==> src/hw/rtl/perm_enum_pkg.sv <==
`default_nettype none

package perm_enum_pkg;

  localparam int MAX_ELEMENTS = 8;
  localparam int IDX_W        = 3;
  localparam int SYM_W        = 8;
  localparam int CNT_W        = 4;
  localparam int TAB_W        = MAX_ELEMENTS * SYM_W;
  localparam int CFG_INDEX_W  = 1;

  // register indexes
  localparam logic [CFG_INDEX_W-1:0] REG_ELEMENT_COUNT = 1'b0;
  localparam logic [CFG_INDEX_W-1:0] REG_SYMBOL_TABLE  = 1'b1;

  localparam logic [CNT_W-1:0] CNT_RESET = 4'd3;
  localparam logic [TAB_W-1:0] TAB_RESET = 64'h0000_0000_0063_6261;

  // controller to datapath
  typedef struct packed {
    logic load_identity;
    logic scan_init;
    logic scan_step;
    logic fill_step;
    logic pos_clear;
    logic emit_sym;
    logic emit_exh;
  } cmd_t;

  // datapath to controller
  typedef struct packed {
    logic found;
    logic pos_last;
    logic pos_zero;
    logic slot_free;
    logic fin;
  } sts_t;

endpackage

`default_nettype wire

==> src/hw/rtl/perm_enum_ctrl.sv <==
`default_nettype none

module perm_enum_ctrl (
  input  wire                  clk,
  input  wire                  rst_n,
  input  wire                  in_valid,
  input  wire                  in_restart,
  output logic                 in_ready,
  input  wire                  cnt_wr,
  input  perm_enum_pkg::sts_t  sts,
  output perm_enum_pkg::cmd_t  cmd
);
  import perm_enum_pkg::*;

  typedef enum logic [2:0] {
    ST_IDLE,
    ST_SCAN,
    ST_FILL,
    ST_EMIT,
    ST_EXH
  } state_t;

  state_t state_r, state_nxt;
  logic   started_r, started_nxt;
  logic   done_r, done_nxt;

  assign in_ready = (state_r == ST_IDLE);

  always_comb begin
    state_nxt   = state_r;
    started_nxt = started_r;
    done_nxt    = done_r;
    cmd         = '0;
    if (cnt_wr) begin
      started_nxt = 1'b0;
      done_nxt    = 1'b0;
    end
    unique case (state_r)
      ST_IDLE: begin
        if (in_valid) begin
          if (in_restart || !started_r) begin
            cmd.load_identity = 1'b1;
            state_nxt         = ST_EMIT;
          end else if (done_r) begin
            state_nxt = ST_EXH;
          end else begin
            cmd.scan_init = 1'b1;
            state_nxt     = ST_SCAN;
          end
        end
      end
      ST_SCAN: begin
        cmd.scan_step = 1'b1;
        if (sts.found) begin
          if (sts.pos_last) begin
            cmd.pos_clear = 1'b1;
            state_nxt     = ST_EMIT;
          end else begin
            state_nxt = ST_FILL;
          end
        end else if (sts.pos_zero) begin
          done_nxt  = 1'b1;
          state_nxt = ST_EXH;
        end
      end
      ST_FILL: begin
        cmd.fill_step = 1'b1;
        if (sts.pos_last) begin
          cmd.pos_clear = 1'b1;
          state_nxt     = ST_EMIT;
        end
      end
      ST_EMIT: begin
        if (sts.slot_free) begin
          cmd.emit_sym = 1'b1;
          if (sts.pos_last) begin
            started_nxt = 1'b1;
            done_nxt    = sts.fin;
            state_nxt   = ST_IDLE;
          end
        end
      end
      ST_EXH: begin
        if (sts.slot_free) begin
          cmd.emit_exh = 1'b1;
          state_nxt    = ST_IDLE;
        end
      end
      default: state_nxt = ST_IDLE;
    endcase
  end

  always_ff @(posedge clk) begin
    if (!rst_n) begin
      state_r   <= ST_IDLE;
      started_r <= 1'b0;
      done_r    <= 1'b0;
    end else begin
      state_r   <= state_nxt;
      started_r <= started_nxt;
      done_r    <= done_nxt;
    end
  end

  // a request after the final permutation goes straight to the exhausted word
  a_exh_after_done: assert property (@(posedge clk) disable iff (!rst_n)
    (state_r == ST_IDLE && in_valid && !in_restart && started_r && done_r && !cnt_wr)
    |=> state_r == ST_EXH)
    else $error("exhausted request did not reach exhausted state");

  // a failed scan at position zero marks the enumeration done
  a_scan_fail_done: assert property (@(posedge clk) disable iff (!rst_n)
    (state_r == ST_SCAN && !sts.found && sts.pos_zero) |=> done_r)
    else $error("failed scan did not set done");

  // words are only loaded into a free output slot
  a_emit_slot: assert property (@(posedge clk) disable iff (!rst_n)
    (cmd.emit_sym || cmd.emit_exh) |-> sts.slot_free)
    else $error("word loaded into a busy output slot");

endmodule

`default_nettype wire

==> src/hw/rtl/perm_enum_dp.sv <==
`default_nettype none

module perm_enum_dp (
  input  wire                                    clk,
  input  wire                                    rst_n,
  input  wire                                    cnt_wr,
  input  wire                                    tab_wr,
  input  wire  [perm_enum_pkg::TAB_W-1:0]        cfg_data,
  input  perm_enum_pkg::cmd_t                    cmd,
  output perm_enum_pkg::sts_t                    sts,
  output logic                                   out_valid,
  input  wire                                    out_ready,
  output logic [perm_enum_pkg::SYM_W-1:0]        out_symbol,
  output logic                                   out_last_in_run,
  output logic                                   out_final_permutation,
  output logic                                   out_exhausted
);
  import perm_enum_pkg::*;

  // lowest set bit: {found, index}
  function automatic logic [IDX_W:0] first_set(input logic [MAX_ELEMENTS-1:0] m);
    logic [IDX_W:0] r;
    r = '0;
    for (int i = MAX_ELEMENTS - 1; i >= 0; i--) begin
      if (m[i]) r = {1'b1, IDX_W'(i)};
    end
    return r;
  endfunction

  logic [CNT_W-1:0]        cnt_r;
  logic [TAB_W-1:0]        tab_r;
  logic [IDX_W-1:0]        seq_r [MAX_ELEMENTS];
  logic [MAX_ELEMENTS-1:0] free_r;
  logic [IDX_W-1:0]        pos_r;
  logic                    out_valid_r;
  logic [SYM_W-1:0]        out_symbol_r;
  logic                    out_last_r;
  logic                    out_fin_r;
  logic                    out_exh_r;

  logic [CNT_W-1:0]        n_c;
  logic [CNT_W-1:0]        nm1_c;
  logic [IDX_W-1:0]        last_pos_c;
  logic [IDX_W-1:0]        cur_c;
  logic [MAX_ELEMENTS-1:0] free_rel_c;
  logic [IDX_W:0]          cand_c;
  logic [IDX_W:0]          fill_c;
  logic                    fin_c;

  // clamp count to 1..MAX_ELEMENTS
  always_comb begin
    if (cnt_r == '0) n_c = CNT_W'(1);
    else if (cnt_r > CNT_W'(MAX_ELEMENTS)) n_c = CNT_W'(MAX_ELEMENTS);
    else n_c = cnt_r;
  end
  assign nm1_c      = n_c - CNT_W'(1);
  assign last_pos_c = nm1_c[IDX_W-1:0];

  assign cur_c      = seq_r[pos_r];
  assign free_rel_c = free_r | (MAX_ELEMENTS'(1) << cur_c);
  assign cand_c     = first_set(free_rel_c & (~MAX_ELEMENTS'(1) << cur_c));
  assign fill_c     = first_set(free_r);

  // final when the active prefix is strictly descending
  always_comb begin
    fin_c = 1'b1;
    for (int k = 0; k < MAX_ELEMENTS - 1; k++) begin
      if ((CNT_W'(k + 1) < n_c) && (seq_r[k] < seq_r[k+1])) fin_c = 1'b0;
    end
  end

  assign sts.found     = cand_c[IDX_W];
  assign sts.pos_last  = (pos_r == last_pos_c);
  assign sts.pos_zero  = (pos_r == '0);
  assign sts.slot_free = !out_valid_r || out_ready;
  assign sts.fin       = fin_c;

  always_ff @(posedge clk) begin
    if (!rst_n) begin
      cnt_r <= CNT_RESET;
      tab_r <= TAB_RESET;
      for (int k = 0; k < MAX_ELEMENTS; k++) seq_r[k] <= IDX_W'(k);
      out_valid_r <= 1'b0;
    end else begin
      if (cnt_wr) cnt_r <= cfg_data[CNT_W-1:0];
      if (tab_wr) tab_r <= cfg_data;

      if (cnt_wr || cmd.load_identity) begin
        for (int k = 0; k < MAX_ELEMENTS; k++) seq_r[k] <= IDX_W'(k);
      end else if (cmd.scan_step && cand_c[IDX_W]) begin
        seq_r[pos_r] <= cand_c[IDX_W-1:0];
      end else if (cmd.fill_step) begin
        seq_r[pos_r] <= fill_c[IDX_W-1:0];
      end

      if (cmd.emit_sym || cmd.emit_exh) out_valid_r <= 1'b1;
      else if (out_ready) out_valid_r <= 1'b0;
    end
  end

  // scan state and output payload
  always_ff @(posedge clk) begin
    if (cmd.pos_clear || cmd.load_identity) pos_r <= '0;
    else if (cmd.scan_init) pos_r <= last_pos_c;
    else if (cmd.scan_step) pos_r <= cand_c[IDX_W] ? pos_r + IDX_W'(1) : pos_r - IDX_W'(1);
    else if (cmd.fill_step || cmd.emit_sym) pos_r <= pos_r + IDX_W'(1);

    if (cmd.scan_init) free_r <= '0;
    else if (cmd.scan_step) begin
      free_r <= cand_c[IDX_W] ? (free_rel_c & ~(MAX_ELEMENTS'(1) << cand_c[IDX_W-1:0]))
                              : free_rel_c;
    end else if (cmd.fill_step) begin
      free_r <= free_r & ~(MAX_ELEMENTS'(1) << fill_c[IDX_W-1:0]);
    end

    if (cmd.emit_sym) begin
      out_symbol_r <= tab_r[SYM_W*cur_c +: SYM_W];
      out_last_r   <= (pos_r == last_pos_c);
      out_fin_r    <= fin_c;
      out_exh_r    <= 1'b0;
    end else if (cmd.emit_exh) begin
      out_symbol_r <= '0;
      out_last_r   <= 1'b1;
      out_fin_r    <= 1'b0;
      out_exh_r    <= 1'b1;
    end
  end

  assign out_valid             = out_valid_r;
  assign out_symbol            = out_symbol_r;
  assign out_last_in_run       = out_last_r;
  assign out_final_permutation = out_fin_r;
  assign out_exhausted         = out_exh_r;

endmodule

`default_nettype wire

==> src/hw/rtl/permutation_enumerator_core.sv <==
// start: a restart or first request emits the identity order, one after the final
//   order the exhausted word; others scan back and refill, then emit or exhaust
// scan: walks back through the index sequence, then refills the tail,
//   moving one position per cycle
// throughput: a new request is taken only when idle, after the last word of the run
//   is loaded; the words leave one per cycle while the output is not stalled
// reset: rst_n synchronous active low, count 3, identity order, not started
`default_nettype none

module permutation_enumerator_core (
  input  wire                                  clk,
  input  wire                                  rst_n,
  // request channel
  input  wire                                  in_valid,
  output logic                                 in_ready,
  input  wire                                  in_restart,
  // result channel
  output logic                                 out_valid,
  input  wire                                  out_ready,
  output logic [perm_enum_pkg::SYM_W-1:0]      out_symbol,
  output logic                                 out_last_in_run,
  output logic                                 out_final_permutation,
  output logic                                 out_exhausted,
  // configuration write port
  input  wire                                  cfg_wr_en,
  input  wire  [perm_enum_pkg::CFG_INDEX_W-1:0] cfg_index,
  input  wire  [perm_enum_pkg::TAB_W-1:0]      cfg_data
);
  import perm_enum_pkg::*;

  cmd_t cmd;
  sts_t sts;
  logic cnt_wr;
  logic tab_wr;

  // register decode: a count write also rewinds the enumeration
  assign cnt_wr = cfg_wr_en && (cfg_index == REG_ELEMENT_COUNT);
  assign tab_wr = cfg_wr_en && (cfg_index == REG_SYMBOL_TABLE);

  // controller: idle / scan back / refill tail / emit word run / exhausted word
  perm_enum_ctrl u_ctrl (
    .clk        (clk),
    .rst_n      (rst_n),
    .in_valid   (in_valid),
    .in_restart (in_restart),
    .in_ready   (in_ready),
    .cnt_wr     (cnt_wr),
    .sts        (sts),
    .cmd        (cmd)
  );

  // datapath: config registers, index sequence, free mask, position, output word
  perm_enum_dp u_dp (
    .clk                   (clk),
    .rst_n                 (rst_n),
    .cnt_wr                (cnt_wr),
    .tab_wr                (tab_wr),
    .cfg_data              (cfg_data),
    .cmd                   (cmd),
    .sts                   (sts),
    .out_valid             (out_valid),
    .out_ready             (out_ready),
    .out_symbol            (out_symbol),
    .out_last_in_run       (out_last_in_run),
    .out_final_permutation (out_final_permutation),
    .out_exhausted         (out_exhausted)
  );

endmodule

`default_nettype wire

==> config.mk <==
export PLATFORM = sky130hd
export DESIGN_NAME = permutation_enumerator_core
export DESIGN_NICKNAME = d
export VERILOG_FILES = /design/src/hw/rtl/perm_enum_pkg.sv /design/src/hw/rtl/perm_enum_ctrl.sv /design/src/hw/rtl/perm_enum_dp.sv /design/src/hw/rtl/permutation_enumerator_core.sv
export SDC_FILE = /design/constraint.sdc
export NUM_CORES = 1
export LEC_CHECK = 0
export BUFFER_PORTS_ARGS = -buffer_cell sky130_fd_sc_hd__buf_2
export CORE_MARGIN = 8
export CORE_UTILIZATION = 60
export CTS_CLUSTER_DIAMETER = 30
export CTS_CLUSTER_SIZE = 28
export DETAILED_ROUTE_END_ITERATION = 16
export PLACE_DENSITY = 0.82
export SLEW_MARGIN = 20
export SYNTH_ARGS = -nofsm -noshare
export SYNTH_HDL_FRONTEND = slang
export SYNTH_HIERARCHICAL = 1
export SYNTH_SLANG_ARGS = --single-unit
==> constraint.sdc <==
create_clock -name clk -period 9.5 [get_ports clk]
set_clock_uncertainty 0.05 [all_clocks]
set_input_delay 1.425 -clock clk [delete_from_list [all_inputs] [get_ports clk]]
set_output_delay 1.425 -clock clk [all_outputs]
set_load 0.02 [all_outputs]
==> After elaboration in Yosys (flattened, before gate mapping) <==
Memory sizes are Yosys's and may differ from the RTL's. A register that Yosys moved wholly into a read port is not among the register bits.
Index checks and enable logic that the tools add are counted.
{ "op_classes": {"bitwise": 16, "add_sub_neg": 3, "order_cmp": 15, "shifts": 5, "eq_ne": 11, "n_reduce_logical": 27, "muxes": 101} }
{ "ops": {"columns": ["cell", "count"], "rows": [
  ["$mux 3", 34],
  ["$shiftx 64x7->8", 1],
  ["$mux 1", 47],
  ["$mux 4", 10],
  ["$mux 8", 5],
  ["$and 8x8->8", 3],
  ["$shl 1x3->8 const A", 3],
  ["$lt 3x3->1", 7],
  ["$lt 3x4->1 const A", 4],
  ["$not 8->8", 2],
  ["$pmux 3 s5", 1],
  ["$logic_and 1x1->1", 10],
  ["$ne 2x2->1 const B", 5],
  ["$or 1x1->1", 9],
  ["$lt 2x4->1 const A", 2],
  ["$or 8x8->8", 1],
  ["$shl 8x3->8 const A", 1],
  ["$eq 3x2->1 const B", 2],
  ["$logic_not 3->1", 2],
  ["$logic_or 1x1->1", 6],
  ["$reduce_and 6->1", 1],
  ["$reduce_bool 2->1", 3],
  ["$sub 3x1->3 const B", 2],
  ["$gt 4x4->1 const B", 1],
  ["13 further kinds", 16]
]} }
{ "totals": {"out_inout_bits": 13, "memories": 1, "regBits": 96, "wordCells": 191, "mem_bits_rw": 24} }
{ "memory_table": {"columns": ["memory", "words", "word_bits", "read_ports", "rd_ports_with_merged_regs", "write_ports", "line", "rtl"], "rows": [
  ["u_dp.seq_r", 8, 3, 9, 1, 8, "perm_enum_dp.sv:32", "logic [IDX_W-1:0] seq_r [MAX_ELEMENTS];"]
]} }

==> Longest topological paths before layout <==
Gate-level depths: netlist (run 1).
{ "depth": {"word_depth": 19, "ltp_mapped": 14, "ltp_nobuf": 14} }

==> Modules after synthesis <==
Netlist (run 1), hierarchy kept.
{ "modules_own_cells": {"columns": ["module", "instances", "area_per_inst_um2", "cells_each", "seq_area_each_um2"], "rows": [
  ["perm_enum_dp", 1, 6473.7, 683, 2702.6],
  ["perm_enum_ctrl", 1, 434.2, 57, 100.1],
  ["permutation_enumerator_core", 1, 16.3, 2, 0.0]
]} }

==> Worst setup path before layout (run 1) <==
Ideal clock, no wire load.
{ "synth_path": {"path_kind": "input to register", "start": "input port cfg_index", "end": "memory u_dp.seq_r[4][0] (enable)", "stages": 7, "required_ns": 9.095, "path_slack_ns": 6.210, "arrival_ns": 2.885, "n_path_buf": 3, "cell_sequence": "and2b_2 > clkbuf_1 > nor3b_1 > buf_2 > o21ai_2 > buf_6 > o31ai_1"} }
{ "synth_rtl": {"columns": ["element", "line", "rtl"], "rows": [
  ["from (decl)", "permutation_enumerator_core.sv:26", "input wire [perm_enum_pkg::CFG_INDEX_W-1:0] cfg_index,"],
  ["to (decl)", "perm_enum_dp.sv:32", null]
]} }

==> metrics.md, run 1 <==
| Metric | Value |
|---|---|
| Max FO, Critical Path | `39` |
| Total Wirelength | `17900 µm` |
| # placed instances | `924` |
| Final #Nets | `890` |
| Total Power Consumption | `2.45 mW` |
| Avg Synthesized Cell Area | `9.33 µm²` |
| Antenna diodes | `0` |
| Clock share of power | `22.9%` |
| Clock tree root driver cell | `clkbuf_16` |
| Worst vdd rail ir drop | `0.000241 V` |
| Post-DRT Antenna Nets | `0` |
| Sequential Power Share | `30.2%` |
| Via-to-Cell Ratio | `6.11` |
| Finish-stage setup viols | `0` |
| Die H | `123 µm` |
| Reg clk slew, reported paths | `0.05 ns` |
| Share of total power in combinational logic | `46.9%` |
| Clk sinks | `123` |
| DR iter-0 viols | `716` |
| Worst stage delay on the critical path | `0.61 ns` |
| Post-CTS Resized | `0` |
| Fin crit period | `4.07 ns` |
| Top cells by count, synth | `nand2_1, dfxtp_1, mux2i_1` |
| Setup TNS Final | `0 ns` |
| Final cell count without fillers | `956` |
| TritonCTS buffer count | `17` |
| Post-synth EDFFs | `34` |
| Outcome | `completed` |
| H-tree levels | `4` |
| Pwr dens | `312 nW/µm²` |
| Max-Cap Viols | `0` |
| Share of layout cells above drive strength 1 | `19.6%` |
| Vias after detailed routing | `5844` |
| Switching share of power | `44.2%` |
| Sequential share of the synthesized area | `40.5%` |
| Number of global-route vias before repair | `5869` |
| Die X | `123 µm` |
| Net Switching | `1.08 mW` |
| Crit. End Element | `register` |
| Syn Nets | `832` |
| Final Hold Vio Count | `0` |
| Async SR Flop Fraction | `0%` |
| Slew margin rel. | `25.0%` |
| Routability congestion estimate from global placement | `0.953` |
| Port buffer count | `83` |
| Count of cell types in the netlist | `78` |
| Largest net degree at the start of global routing | `76` |
| Largest cells by area after synthesis | `dfxtp_1, edfxtp_1, mux2i_1, nor2b_1, nand2_1` |
| # IOs | `84` |
| Pre-CTS setup slack | `5.35 ns` |
| Die area | `15200 µm²` |
| Critical path arrival | `4.07 ns` |
| Post-CTS Setup Inserts | `0` |
| #FFs+latches synth | `123` |
| Fin crit share | `42.9%` |
| DP Wirelength | `12600 µm` |
| CTS tree | `done` |
| Worst hold path type | `reg2reg` |
| DR WL/cell | `18.7 µm` |
| Syn Inst Count | `742` |
| Initial antenna violation count | `0` |
| Main flop type after synthesis | `dfxtp_1` |
| Cts hold-fix bufs | `0` |
| Global-route wire length before repair | `29200 µm` |
| CP required | `9.50 ns` |
| Core box area | `11300 µm²` |
| Mapped Area | `6920 µm²` |
| Top-area cell type share of the netlist area | `25.7%` |
| Total gr overflow | `0` |
| GRT Resource Usage Total | `24.3%` |
| Remaining DRCs | `0` |
| Ys Warns | `6` |
| Leakage | `3.09 nW` |
| Most frequent cell after synthesis | `nand2_1` |
| Max Slew Vio Count | `0` |
| Starting Density | `61.2%` |
| Max Root-Sink Buffers | `2` |
| Setup ws final | `5.43 ns` |
| DR pass1 iterations | `6` |
| Clock Latency Late Sink | `0.42 ns` |
| CP Launch Type | `register` |
| P&R area growth vs syn | `13.5%` |
| RSZ-0062 raised after global routing | `false` |
| Slowest stage cell, crit path | `mux4_2` |
| Placement Rows | `39` |
| Max Fclk | `245 MHz` |
| Critical-path cell list | `mux4_2, mux2i_4, buf_4, o21ai_1, o2bb2ai_2, o21bai_4, and2_4, o21ai_2, o31ai_1` |
| Critical path class | `reg2reg` |
| Yosys top cell by area | `dfxtp_1` |
| Tightest Pin Transition | `1.12 ns` |
| Int Pwr | `1.37 mW` |
| Hold WS | `0.430 ns` |
cell usage in the layout, fill, tap and decap left out, types with 18 or more instances in the layout:
cell       n
a21oi_1   25
buf_2     82
dfxtp_1   89
edfxtp_1  34
ha_1      19
inv_1     28
mux2i_1   71
nand2_1   98
nand3_1   25
nor2_1    33
nor2b_1   70
o21ai_0   18
sequential cells by signal (all words and copies together), names as in the netlist, 3 cells and up, named ones only:
register	flops
u_dp/tab_r	64
u_dp/seq_r	24
u_dp/free_r	8
u_dp/out_symbol	8
u_dp/cnt_r	4
u_ctrl/state_r	3
u_dp/pos_r	3
worst max-delay path, delay by kind of cell, from the launching register on:
family / cells / cell delay [ns]
buffers and inverters: 1 / 0.40
AO/OA/AOI/OAI: 5 / 1.68
flip-flops: 1 / 0.60
multiplexers: 2 / 0.76
AND/OR/NAND/NOR: 1 / 0.21
per-stage QoR:
| stage | util [%] | cell area (µm²) |
|---|---|---|
| finish | 69.4 | 7860 |
| detailed placement | 64.8 | 7340 |
| floorplan | - | 6920 |
| CTS | 69.4 | 7860 |
| global placement | 64.8 | 7340 |
| global route | 69.4 | 7860 |
final cells by class:
class / instances / area, µm²
Clock buffer: 24 / 472
Sequential cell: 123 / 2800
Multi-Input combinational cell: 540 / 3790
Inverter: 31 / 116
Fill cell: 862 / 3460
Clock inverter: 8 / 47.5
Timing Repair Buffer: 87 / 448
Tap cell: 143 / 179
cell families (layout without fill, tap and decap cells):
family | Yosys count | in the layout | synth area share [%]
simple gates | 312 | 312 | 24.2
flops | 123 | 123 | 40.5
compound gates | 120 | 120 | 12.7
mux | 84 | 84 | 13.5
buf+inv | 79 | 150 | 4.97
fa+ha+maj | 19 | 19 | 3.43
xor+xnor | 5 | 5 | 0.632
metal layers:
| metal | part of all wire, % | wire length, µm | up-vias | GRT usage, % |
|---|---|---|---|---|
| met5 | 0 | 0 | - | 0 |
| met3 | 7.6 | 1350 | 33 | 5.75 |
| met2 | 48 | 8560 | 279 | 38.8 |
| met4 | 1.8 | 329 | 0 | 10.1 |
| li1 | - | - | 2751 | - |
| met1 | 43 | 7610 | 2781 | 31.1 |
path summary, 6_finish.rpt:
path,cells after the start,endpoint,slack [ns],startpoint
setup / recovery,9,u_dp/seq_r[4][0],5.43,register
hold / removal,2,u_dp/tab_r[22],0.43,u_dp/tab_r[22]
setup reg to reg,9,u_dp/seq_r[4][0],5.43,register
hold reg to reg,2,u_dp/tab_r[22],0.43,u_dp/tab_r[22]
power by group through the flow:
stage / sequential, mW / combinational, mW / clock, mW
2_1_floorplan: 0.681 / 0.907 / 0
3_3_place_gp: 0.741 / 1.09 / 0
3_5_place_dp: 0.745 / 1.12 / 0
4_1_cts: 0.736 / 1.12 / 0.568
5_1_grt: 0.750 / 1.24 / 0.593
6_report: 0.740 / 1.15 / 0.561
(Power assumes the default switching activity.)
==> run 2, diff against run 1 <==
--- a/config.mk
+++ b/config.mk
@@ -7,11 +7,11 @@
 export LEC_CHECK = 0
 export BUFFER_PORTS_ARGS = -buffer_cell sky130_fd_sc_hd__buf_2
 export CORE_MARGIN = 8
-export CORE_UTILIZATION = 60
+export CORE_UTILIZATION = 53
 export CTS_CLUSTER_DIAMETER = 30
 export CTS_CLUSTER_SIZE = 28
 export DETAILED_ROUTE_END_ITERATION = 16
-export PLACE_DENSITY = 0.82
+export PLACE_DENSITY = 0.77
 export SLEW_MARGIN = 20
 export SYNTH_ARGS = -nofsm -noshare
 export SYNTH_HDL_FRONTEND = slang
==> constraint.sdc (replaced) <==
create_clock -name clk -period 3.7 [get_ports clk]
set_clock_uncertainty 0.05 [all_clocks]
set_input_delay 0.555 -clock clk [delete_from_list [all_inputs] [get_ports clk]]
set_output_delay 0.555 -clock clk [all_outputs]
set_load 0.02 [all_outputs]
==> metrics.md, run 2 (synthesis results as in run 1) <==
| Metric | Value |
|---|---|
| Outcome | `completed` |
| Post-DRT Antenna Nets | `0` |
| CP Launch Type | `register` |
| Dpl cell area | `7450 µm²` |
| Largest net degree at the start of global routing | `75` |
| Total Wirelength | `18500 µm` |
| Pwr dens | `814 nW/µm²` |
| Max Root-Sink Buffers | `2` |
| Max FO, Critical Path | `16` |
| Leading cell type in the layout, fill and taps excluded | `nand2_1` |
| Starting Density | `54.6%` |
| Max Fclk | `294 MHz` |
| Die X | `130 µm` |
| Number of global-route vias before repair | `5863` |
| GRT Resource Usage Total | `22.6%` |
| Port buffer count | `83` |
| DP Wirelength | `13500 µm` |
| Crit path depth | `8` |
| Largest registers | `u_dp/tab_r (64), u_dp/seq_r (24)` |
| Tightest Pin Transition | `1.10 ns` |
| Fin crit share | `91.9%` |
| Top cell family by delay on the critical path | `compound AO/OA/AOI/OAI gates` |
| Max-Cap Viols | `0` |
| DR WL/cell | `18.6 µm` |
| Most frequent cells in the layout | `nand2_1, dfxtp_1, buf_2` |
| Clock tree root driver cell | `clkbuf_16` |
| Total gr overflow | `0` |
| Core box area | `12700 µm²` |
| H-tree levels | `4` |
| Clock Latency Late Sink | `0.43 ns` |
| Placement Rows | `41` |
| Worst hold path type | `in2reg` |
| Max Slew Vio Count | `0` |
| Slew margin rel. | `26.9%` |
| Final #Nets | `901` |
| Leakage | `3.17 nW` |
| Vias after detailed routing | `5837` |
| Post-CTS Setup Inserts | `0` |
| Number of flip-flops in the largest register | `64` |
| P&R area growth vs syn | `16.0%` |
| Antenna diodes | `0` |
| Final instance area | `8030 µm²` |
| Final Hold Vio Count | `0` |
| Setup TNS Final | `0 ns` |
| Slowest stage cell, crit path | `mux4_2` |
| Share of layout cells above drive strength 1 | `21.1%` |
| Largest Register | `u_dp/tab_r` |
| # IOs | `84` |
| Via-to-Cell Ratio | `5.86` |
| Post-CTS Resized | `0` |
| CP bufs+invs | `0` |
| Remaining DRCs | `0` |
| CP required | `3.71 ns` |
| Routability congestion estimate from global placement | `0.944` |
| DR pass1 iterations | `7` |
| DR iter-0 viols | `568` |
| Clk sinks | `123` |
| TritonCTS buffer count | `17` |
| Reg clk slew, reported paths | `0.06 ns` |
| Critical path arrival | `3.41 ns` |
| Fin crit period | `3.40 ns` |
| Critical path class | `reg2reg` |
| Die area | `17000 µm²` |
| Initial antenna violation count | `0` |
| Die H | `130 µm` |
| CTS tree | `done` |
| Worst stage delay on the critical path | `0.57 ns` |
| Worst vdd rail ir drop | `0.000469 V` |
| RSZ-0062 raised after global routing | `false` |
| Finish-stage setup viols | `0` |
| Crit. End Element | `register` |
| Cts hold-fix bufs | `0` |
| Worst hold path depth | `3` |
| R2r worst-path depth | `8` |
| Critical-path cell list | `mux4_2, mux2i_1, a21oi_1, o2bb2ai_2, o21bai_4, and2_4, o21ai_2, o31ai_1` |
| Global-route wire length before repair | `30100 µm` |
-- run 2: cell types whose count changed in the layout (fill, tap and decap cells not counted), moves of 2 or more --
cell	change
clkbuf_1	-4
inv_4	+4
clkinv_2	-4
clkinv_4	+2
buf_4	+10
-- run 2: final cells by class --
class	instances	area, µm²
Fill cell	1053	4640
Multi-Input combinational cell	540	3790
Sequential cell	123	2800
Timing Repair Buffer	98	528
Clock buffer	20	468
Tap cell	172	215
Inverter	31	116
Clock inverter	12	109
-- run 2: worst paths after layout --
kind / from / endpoint / slack [ns]
setup / recovery: register / u_dp/seq_r[6][1] / 0.30
hold reg to reg: u_dp/tab_r[0] / u_dp/tab_r[0] / 0.42
hold / removal: cfg_data[5] / u_dp/tab_r[5] / 0.30
setup reg to reg: register / u_dp/seq_r[6][1] / 0.30
-- run 2: report_power, final --
| part | internal, mW | switching (mW) | leakage [nW] |
|---|---|---|---|
| Clock | 0.984 | 0.617 | 0.288 |
| Sequential | 1.60 | 0.245 | 1.04 |
| Combinational | 1.09 | 2.00 | 1.84 |
-- run 2: metal layers --
| layer | GRT usage [%] | wire [µm] | vias up |
|---|---|---|---|
| li1 | - | - | 2780 |
| met1 | 27.2 | 7590 | 2740 |
| met2 | 37.7 | 8990 | 261 |
| met3 | 5.43 | 1300 | 56 |
| met4 | 10.2 | 637 | 0 |
| met5 | 0 | 0 | - |
-- run 2: per-stage QoR --
stage	setup WS (ns)	instances	util, %	hold WS (ns)	power [mW]
final	0.301	996	63.4	0.298	6.54
after global placement	0.371	964	58.8	0.406	4.83
after CTS	0.181	996	63.4	0.295	6.49
after detailed placement	0.208	964	58.8	0.412	4.88
after floorplan	0.723	742	-	0.391	4.08
after global routing	0.0844	996	63.4	0.307	6.89
-- run 2: worst min-delay path, cell delays in order --
cell	delay [ns]
buf_2	0.07
mux2i_1	0.05
nand2_1	0.06
